<file path="src/hw/rtl/tlb_pkg.sv">
`timescale 1ns / 1ps
// ----------------------------------------------------------------------------
// TLB package
// Shared sizes, types and codes for the fully associative TLB.
// ----------------------------------------------------------------------------
package tlb_pkg;

  localparam int TLB_ENTRIES = 8;
  localparam int PAGE_BITS   = 20;
  localparam int FRAME_BITS  = 20;
  localparam int COUNT_BITS  = 32;
  localparam int IDX_BITS    = $clog2(TLB_ENTRIES);

  typedef logic [PAGE_BITS-1:0]  page_t;
  typedef logic [FRAME_BITS-1:0] frame_t;
  typedef logic [IDX_BITS-1:0]   idx_t;
  typedef logic [COUNT_BITS-1:0] count_t;

  typedef enum logic {
    OP_LOOKUP = 1'b0,
    OP_FILL   = 1'b1
  } opcode_t;

  typedef enum logic {
    MODE_FIFO = 1'b0,
    MODE_LRU  = 1'b1
  } mode_t;

  // Entry write request.
  typedef struct packed {
    logic   en;
    idx_t   idx;
    page_t  page;
    frame_t frame;
  } entry_wr_t;

  // Result of the associative search.
  typedef struct packed {
    logic   hit;
    idx_t   hit_idx;
    frame_t frame;
    logic   has_free;
    idx_t   free_idx;
  } match_t;

  // Request to mark one entry as most recently used.
  typedef struct packed {
    logic en;
    idx_t idx;
  } touch_t;

endpackage

</file>
<file path="src/hw/rtl/tlb_entries.sv">
`timescale 1ns / 1ps
// ----------------------------------------------------------------------------
// TLB entry array
// Page and frame storage with valid bits, parallel tag compare and a search
// for the lowest free entry.
// ----------------------------------------------------------------------------
module tlb_entries (
  input  logic               clk,
  input  logic               rst,
  input  tlb_pkg::entry_wr_t wr,
  input  tlb_pkg::page_t     lookup_page,
  output tlb_pkg::match_t    match
);
  import tlb_pkg::*;

  page_t                  entry_page  [TLB_ENTRIES];
  frame_t                 entry_frame [TLB_ENTRIES];
  logic [TLB_ENTRIES-1:0] entry_valid;

  always_ff @(posedge clk) begin
    if (rst) begin
      entry_valid <= '0;
    end else if (wr.en) begin
      entry_valid[wr.idx] <= 1'b1;
    end
  end

  always_ff @(posedge clk) begin
    if (wr.en) begin
      entry_page[wr.idx]  <= wr.page;
      entry_frame[wr.idx] <= wr.frame;
    end
  end

  // Scanning from the top down leaves the lowest matching index in place.
  always_comb begin
    match = '0;
    for (int i = TLB_ENTRIES - 1; i >= 0; i--) begin
      if (entry_valid[i] && (entry_page[i] == lookup_page)) begin
        match.hit     = 1'b1;
        match.hit_idx = idx_t'(i);
        match.frame   = entry_frame[i];
      end
      if (!entry_valid[i]) begin
        match.has_free = 1'b1;
        match.free_idx = idx_t'(i);
      end
    end
  end

endmodule

</file>
<file path="src/hw/rtl/tlb_rank.sv">
`timescale 1ns / 1ps
// ----------------------------------------------------------------------------
// TLB recency ranks
// Keeps one recency rank per entry and picks the least recently used entry.
// ----------------------------------------------------------------------------
module tlb_rank (
  input  logic            clk,
  input  logic            rst,
  input  tlb_pkg::touch_t touch,
  output tlb_pkg::idx_t   lru_idx
);
  import tlb_pkg::*;

  idx_t rank [TLB_ENTRIES];
  idx_t old_rank;
  idx_t best_rank;

  assign old_rank = rank[touch.idx];

  // A touch moves the entry to the top rank and closes the gap it leaves.
  always_ff @(posedge clk) begin
    if (rst) begin
      for (int i = 0; i < TLB_ENTRIES; i++) begin
        rank[i] <= '0;
      end
    end else if (touch.en) begin
      for (int i = 0; i < TLB_ENTRIES; i++) begin
        if (idx_t'(i) == touch.idx) begin
          rank[i] <= idx_t'(TLB_ENTRIES - 1);
        end else if (rank[i] > old_rank) begin
          rank[i] <= rank[i] - idx_t'(1);
        end
      end
    end
  end

  // Strict compare so that the lowest index wins among equal ranks.
  always_comb begin
    lru_idx   = '0;
    best_rank = rank[0];
    for (int i = 1; i < TLB_ENTRIES; i++) begin
      if (rank[i] < best_rank) begin
        lru_idx   = idx_t'(i);
        best_rank = rank[i];
      end
    end
  end

endmodule

</file>
<file path="src/hw/rtl/tlb_fifo_lru_replacement.sv">
`timescale 1ns / 1ps
// ----------------------------------------------------------------------------
// Fully associative TLB with FIFO or LRU replacement
// Eight-entry translation buffer with lookup, fill and saturating counters.
// ----------------------------------------------------------------------------
// The receiver cannot stall this block: every transaction accepted produces
// exactly one result, shown on the result ports for a single cycle while
// done is high, and it must be taken then. busy is always low, so a new
// transaction is taken at every clock edge at which start is high. A
// transaction accepted at one edge is captured in the input register; the
// next edge runs the tag compare, victim choice and state update and loads
// the result register, so done rises in the cycle after that, one result per
// cycle at full rate. The compare across all entries and the rank search for
// the LRU victim are the longest path. hit_total and lookup_total report the
// counts including the transaction they belong to. The mode register is
// written through mode_we and mode_wdata only while no transaction is in
// flight; the user must keep to this, as the block does not enforce it.
// ----------------------------------------------------------------------------
module tlb_fifo_lru_replacement (
  input  logic            clk,
  input  logic            rst,
  input  logic            mode_we,
  input  logic            mode_wdata,
  input  logic            start,
  output logic            busy,
  input  logic            opcode,
  input  tlb_pkg::page_t  page_number,
  input  tlb_pkg::frame_t frame_number,
  output logic            done,
  output logic            hit,
  output tlb_pkg::frame_t found_frame,
  output tlb_pkg::count_t hit_total,
  output tlb_pkg::count_t lookup_total
);
  import tlb_pkg::*;

  // Configuration register.
  mode_t mode;

  // Input register.
  logic    in_valid;
  opcode_t in_op;
  page_t   in_page;
  frame_t  in_frame;

  // Replacement and counter state.
  idx_t   fifo_ptr;
  idx_t   fifo_ptr_next;
  count_t hit_counter;
  count_t hit_counter_next;
  count_t lookup_counter;
  count_t lookup_counter_next;

  // Result register.
  logic   res_valid;
  logic   res_hit;
  logic   res_hit_next;
  frame_t res_frame;
  frame_t res_frame_next;

  entry_wr_t wr;
  match_t    match;
  touch_t    touch;
  idx_t      lru_idx;
  idx_t      victim;

  // The block keeps up with one transaction per cycle.
  assign busy = 1'b0;

  always_ff @(posedge clk) begin
    if (rst) begin
      mode <= MODE_FIFO;
    end else if (mode_we) begin
      mode <= mode_t'(mode_wdata);
    end
  end

  always_ff @(posedge clk) begin
    if (rst) begin
      in_valid <= 1'b0;
    end else begin
      in_valid <= start && !busy;
    end
  end

  always_ff @(posedge clk) begin
    if (start && !busy) begin
      in_op    <= opcode_t'(opcode);
      in_page  <= page_number;
      in_frame <= frame_number;
    end
  end

  tlb_entries u_entries (
    .clk         (clk),
    .rst         (rst),
    .wr          (wr),
    .lookup_page (in_page),
    .match       (match)
  );

  tlb_rank u_rank (
    .clk     (clk),
    .rst     (rst),
    .touch   (touch),
    .lru_idx (lru_idx)
  );

  // An LRU fill prefers the lowest free entry over the rank order.
  assign victim = match.has_free ? match.free_idx : lru_idx;

  always_comb begin
    wr                  = '0;
    touch               = '0;
    fifo_ptr_next       = fifo_ptr;
    hit_counter_next    = hit_counter;
    lookup_counter_next = lookup_counter;
    res_hit_next        = 1'b0;
    res_frame_next      = '0;
    if (in_valid) begin
      if (in_op == OP_LOOKUP) begin
        if (lookup_counter != '1) begin
          lookup_counter_next = lookup_counter + count_t'(1);
        end
        if (match.hit) begin
          res_hit_next   = 1'b1;
          res_frame_next = match.frame;
          if (hit_counter != '1) begin
            hit_counter_next = hit_counter + count_t'(1);
          end
          if (mode == MODE_LRU) begin
            touch.en  = 1'b1;
            touch.idx = match.hit_idx;
          end
        end
      end else if (mode == MODE_FIFO) begin
        // A page that is already present is left alone.
        if (!match.hit) begin
          wr.en    = 1'b1;
          wr.idx   = fifo_ptr;
          wr.page  = in_page;
          wr.frame = in_frame;
          if (fifo_ptr == idx_t'(TLB_ENTRIES - 1)) begin
            fifo_ptr_next = '0;
          end else begin
            fifo_ptr_next = fifo_ptr + idx_t'(1);
          end
        end
      end else begin
        wr.en     = 1'b1;
        wr.idx    = victim;
        wr.page   = in_page;
        wr.frame  = in_frame;
        touch.en  = 1'b1;
        touch.idx = victim;
      end
    end
  end

  always_ff @(posedge clk) begin
    if (rst) begin
      fifo_ptr       <= '0;
      hit_counter    <= '0;
      lookup_counter <= '0;
      res_valid      <= 1'b0;
    end else begin
      fifo_ptr       <= fifo_ptr_next;
      hit_counter    <= hit_counter_next;
      lookup_counter <= lookup_counter_next;
      res_valid      <= in_valid;
    end
  end

  always_ff @(posedge clk) begin
    if (in_valid) begin
      res_hit   <= res_hit_next;
      res_frame <= res_frame_next;
    end
  end

  assign done         = res_valid;
  assign hit          = res_hit;
  assign found_frame  = res_frame;
  assign hit_total    = hit_counter;
  assign lookup_total = lookup_counter;

endmodule
</file>
<file path="config.mk">
export PLATFORM = sky130hd
export DESIGN_NAME = tlb_fifo_lru_replacement
export DESIGN_NICKNAME = d
export VERILOG_FILES = /design/src/hw/rtl/tlb_pkg.sv /design/src/hw/rtl/tlb_entries.sv /design/src/hw/rtl/tlb_rank.sv /design/src/hw/rtl/tlb_fifo_lru_replacement.sv
export SDC_FILE = /design/constraint.sdc
export NUM_CORES = 1
export LEC_CHECK = 0
export BUFFER_PORTS_ARGS = -buffer_cell sky130_fd_sc_hd__buf_2
export CAP_MARGIN = 20
export CORE_UTILIZATION = 60
export DETAILED_ROUTE_END_ITERATION = 10
export GPL_TIMING_DRIVEN = 0
export PLACE_DENSITY = 0.79
export SKIP_CTS_REPAIR_TIMING = 1
export SYNTH_ARGS = -nofsm -noshare
export SYNTH_HDL_FRONTEND = slang
export SYNTH_SLANG_ARGS = --single-unit
export TNS_END_PERCENT = 100
</file>
<file path="constraint.sdc">
create_clock -name clk -period 14.1 [get_ports clk]
set_input_delay 1.41 -clock clk [delete_from_list [all_inputs] [get_ports clk]]
set_output_delay 1.41 -clock clk [all_outputs]
set_load 0.05 [all_outputs]
</file>
==> results.rst <==
.. list-table::
   :header-rows: 1

   * - Metric
     - Value
   * - Run status
     - finished clean
   * - Crit Path Max Fanout
     - 10
   * - Number of remaining DRC errors
     - 0
   * - Final setup violation count
     - 0
   * - Worst voltage drop across the vdd grid
     - around 110 uV
   * - First-pass GRT wire length
     - around 75000 um
   * - Internal power component
     - ~2.3 mW
   * - Crit path launch type
     - flip-flop
   * - Clock buffer depth
     - 3
   * - Detailed placer's ending HPWL
     - around 33000 um
   * - Leakage
     - about 9.1 nW
   * - Number of flops mapped to enable cells by yosys
     - 406
   * - Multi-input logic area
     - between 7000 and 8000 um2
   * - Basic-gate share of the synthesized area counting and, or, nand and nor cells
     - between 10% and 20%
   * - TritonCTS clock tree
     - done
   * - Vias
     - approximately 14000
   * - FILL cells
     - 2437
   * - Transition at the pin with the smallest max-transition slack
     - 932 ps
   * - Distinct cells, synth
     - 67
   * - Share of final-layout standard cells stronger than drive strength 1
     - between 15 and 20%
   * - Beginning of the worst register-to-register path
     - u_rank.rank[0][1]$_SDFFCE_PN0P_
   * - Number of levels the H-tree was split into
     - 2
   * - Part of the total power dissipated in the clock network
     - roughly 41%
   * - Fraction of power consumed by sequential logic
     - a little over half
   * - Net count reported at finish
     - a little under 2000
   * - Final Core Density
     - 69.5%
   * - Share of synthesized cell area in full adder, half adder and majority cells
     - ~2.8%
   * - Area fraction in compound gates after synthesis
     - under 10%
   * - Number of global-route vias before repair
     - between 10000 and 15000
   * - Mean cell area of the mapped netlist
     - between 10 and 15 um2
   * - Count of endpoints failing hold in the final timing report
     - 0
   * - Required arrival time at the worst endpoint
     - ~14000 ps
   * - # IOs
     - around 130
   * - Largest net degree at the start of global routing
     - 43
   * - Worst relative slew slack
     - a little under two fifths
   * - Hold Crit Start
     - lookup_total[16]$_SDFFE_PP0P_
   * - Tot Pwr
     - between 2 and 3 mW
   * - Share of flip-flops with an asynchronous set or reset
     - 0%
   * - Clock input transition at the sequential cells of the worst setup and hold paths
     - approximately 60 ps
   * - Number of clock sinks seen by CTS
     - 484
   * - Setup repair after global routing missed its margin
     - no
   * - Synth Flop Type
     - sky130_fd_sc_hd__edfxtp_1
   * - Number of nets still failing antenna checks after routing
     - 0
   * - Combinational power share
     - 6.1%
   * - Shortest clock period the worst path allows after layout
     - approximately 13000 ps
   * - Count of input and output buffers
     - 130
   * - Number of nets in the synthesized netlist
     - around 1800
   * - Clock latency on the worst-skew pair
     - about 600 ps
   * - Cell row count
     - a little under 70
   * - Number of warning messages in the yosys log
     - 0
   * - Die X-Extent
     - roughly 190 um
   * - Aggregate routed wire length
     - approximately 49000 um
   * - Final setup margin
     - between 1500 and 2000 ps
   * - Count of state elements after synthesis
     - 484
   * - Iteration count of the initial detailed-routing pass
     - 5
   * - Violation count after the first detailed-route iteration
     - between 1000 and 1500
   * - Initial cell density of the core
     - 61.0%
   * - Pre-CTS setup slack
     - about 1800 ps
   * - Capturing point of the worst reg2reg path
     - u_rank.rank[6][2]$_SDFFCE_PP0P_
   * - Most common cell after layout, fill and taps aside
     - sky130_fd_sc_hd__edfxtp_1
   * - Switch share
     - approximately 22%
   * - Critical setup path kind
     - flip-flop to flip-flop
   * - Number of buffers inserted during clock tree synthesis
     - 49
   * - Power Dens Cells
     - roughly 120 nW/um2
   * - Total core area
     - 35600 um2
   * - Area overhead of the layout relative to synthesis
     - 13.9%
   * - Leading cell types in the layout, fill and taps excluded
     - sky130_fd_sc_hd__edfxtp_1, sky130_fd_sc_hd__buf_2, sky130_fd_sc_hd__xnor2_1
   * - Cell type with the largest total area after synthesis
     - sky130_fd_sc_hd__edfxtp_1
   * - Clock root buffer
     - sky130_fd_sc_hd__clkbuf_16
   * - Sum of negative setup slack
     - 0 ps
   * - Wirelength per Cell
     - a little over 20 um
   * - Worst EP arrival
     - 12850 ps
   * - GP Congestion
     - 0.858
   * - Gate Count Post-Synth
     - between 1500 and 2000
   * - GRT Overall Usage
     - between 20% and 30%
   * - Cells on Worst Hold Path
     - 2
   * - Sequential fraction of the synthesis area
     - 63.4%
   * - Skew final
     - 31.9 ps
   * - Max capacitance violation total
     - 0
   * - GR Overflow Total
     - 0
   * - Worst Hold Class
     - flip-flop to flip-flop
   * - Die span in y
     - 192 um
   * - Fraction of the cycle the final worst path needs
     - between 80% and 90%
   * - Per-cell via count in the routed design
     - 5.95
   * - Area contributors post-synth
     - sky130_fd_sc_hd__edfxtp_1, sky130_fd_sc_hd__dfxtp_1, sky130_fd_sc_hd__xnor2_1
   * - Capturing element type of the critical path
     - flip-flop
   * - Synthesized-area fraction occupied by xor and xnor cells
     - between 8 and 9%
   * - Portion of synthesized cell area occupied by the leading cell type
     - 56.2%
   * - Mapped cell area
     - between 20000 and 25000 um2
   * - Slowest cell on crit path
     - sky130_fd_sc_hd__a21oi_1
   * - Net switching power figure
     - approximately 0.66 mW
   * - R2R depth
     - between 50 and 60
   * - Sink of the worst hold path
     - lookup_total[16]$_SDFFE_PP0P_
   * - Slack of the worst reg-to-reg path
     - roughly 1600 ps
   * - Critical path's most frequent cell
     - sky130_fd_sc_hd__ha_1
   * - Timing-limited maximum frequency
     - ~80 MHz
   * - Multiplexer share of the synthesized area
     - 3.56%
   * - Slew Viols, Final
     - 0
   * - Die outline area
     - around 37000 um2
   * - Register area
     - 13800 um2
   * - Max stage delay on crit path
     - between 700 and 800 ps
   * - Main combinational cell family by area after synthesis
     - simple AND/OR/NAND/NOR gates
   * - Number of antenna violations at the first check in global routing
     - 0
## flip-flops by register name, indices dropped and copies added (netlist names)
signal	count
in_valid	1
mode	1
in_page	20
lookup_total	32
in_op	1
hit_total	32
done	1
u_entries.entry_frame	160
found_frame	20
in_frame	20
hit	1
fifo_ptr	3
u_rank.rank	24
u_entries.entry_valid	8
u_entries.entry_page	160
## cell type report
class,count,area share (%)
Tap cell,461,2.33
Timing Repair Buffer,142,3.53
Antenna cell,1,0.0101
Buffer,70,1.35
Clock inverter,26,0.780
Inverter,68,1.03
Sequential cell,484,55.6
Clock buffer,61,5.27
Multi-Input combinational cell,1067,30.0
## worst max-delay path, delay by kind of cell, from the launching register on
kind / cells / cell delay, ps
buf+inv: 5 / 720
fa+ha+maj: 8 / 2240
simple gates: 10 / 1900
compound gates: 24 / 5660
flops: 1 / 490
mux: 4 / 1240
## routing by layer
metal / global-route usage [%] / routed length [um]
met5: 0 / 0
met4: 9.51 / 1400
met3: 4.37 / 3840
met2: 44.5 / 23400
met1: 36.7 / 20700
## metrics by stage
step	instances	hold slack [ps]	cell area, um2
detailed placement	2289	494	23200
CTS	2376	502	24700
global route	2379	543	24700
finish	2380	504	24700
floorplan	1689	463	21700
global placement	2280	484	22900
## power groups by stage
stage / sequential [mW] / combinational (mW) / clock [mW]
2_1_floorplan: 1.61 / 0.116 / 0
3_3_place_gp: 1.61 / 0.166 / 0
3_5_place_dp: 1.61 / 0.174 / 0
4_1_cts: 1.58 / 0.176 / 1.23
5_1_grt: 1.58 / 0.195 / 1.28
6_report: 1.58 / 0.179 / 1.21
## worst max path at each step
| stage | from | end | slack (ps) | depth (start not counted) |
|---|---|---|---|---|
| finish | u_rank.rank[0][1]$_SDFFCE_PN0P_ | u_rank.rank[6][2]$_SDFFCE_PP0P_ | 1590 | 51 |
| global route | u_rank.rank[0][1]$_SDFFCE_PN0P_ | u_rank.rank[5][2]$_DFFE_PP_ | 740 | 51 |
| CTS | u_rank.rank[0][1]$_SDFFCE_PN0P_ | u_rank.rank[6][2]$_SDFFCE_PP0P_ | 1740 | 51 |
| detailed placement | u_rank.rank[0][1]$_SDFFCE_PN0P_ | u_rank.rank[6][1]$_SDFFCE_PP0P_ | 1790 | 51 |
| global placement | u_rank.rank[0][1]$_SDFFCE_PN0P_ | u_entries.entry_page[0][6]$_DFFE_PP_ | 1510 | 44 |
| floorplan | u_rank.rank[0][1]$_SDFFCE_PN0P_ | u_rank.rank[6][0]$_SDFFCE_PP0P_ | 3560 | 51 |
## cell usage after synthesis (4+ instances only)
library cell / instances
sky130_fd_sc_hd__a211oi_1: 7
sky130_fd_sc_hd__a21o_1: 6
sky130_fd_sc_hd__a21oi_1: 32
sky130_fd_sc_hd__a221o_1: 4
sky130_fd_sc_hd__a311oi_1: 5
sky130_fd_sc_hd__a31o_2: 4
sky130_fd_sc_hd__a31oi_1: 20
sky130_fd_sc_hd__a32oi_1: 4
sky130_fd_sc_hd__a41oi_1: 6
sky130_fd_sc_hd__and2_1: 47
sky130_fd_sc_hd__and3_1: 21
sky130_fd_sc_hd__and4_1: 6
sky130_fd_sc_hd__buf_1: 6
sky130_fd_sc_hd__buf_2: 9
sky130_fd_sc_hd__buf_4: 16
sky130_fd_sc_hd__clkbuf_1: 39
sky130_fd_sc_hd__dfxtp_1: 78
sky130_fd_sc_hd__edfxtp_1: 406
sky130_fd_sc_hd__ha_1: 48
sky130_fd_sc_hd__inv_1: 67
sky130_fd_sc_hd__mux2_2: 25
sky130_fd_sc_hd__mux2i_1: 49
sky130_fd_sc_hd__nand2_1: 122
sky130_fd_sc_hd__nand2b_1: 4
sky130_fd_sc_hd__nand3_1: 40
sky130_fd_sc_hd__nand4_1: 40
sky130_fd_sc_hd__nor2_1: 137
sky130_fd_sc_hd__nor2b_1: 5
sky130_fd_sc_hd__nor3_1: 20
sky130_fd_sc_hd__nor4_1: 18
sky130_fd_sc_hd__o2111a_1: 5
sky130_fd_sc_hd__o2111ai_1: 5
sky130_fd_sc_hd__o211ai_1: 15
sky130_fd_sc_hd__o21a_1: 20
sky130_fd_sc_hd__o21ai_0: 58
sky130_fd_sc_hd__o31ai_1: 20
sky130_fd_sc_hd__or3_1: 10
sky130_fd_sc_hd__xnor2_1: 134
sky130_fd_sc_hd__xor2_1: 89
## logic make-up (layout without fill, tap and decap cells)
family,Yosys count,in the layout
simple gates,475,475
buf+inv,138,367
compound gates,246,246
flops,484,484
other cells,1,2
mux,74,74
xor+xnor,223,223
fa+ha+maj,48,48
(Power assumes the default switching activity.)
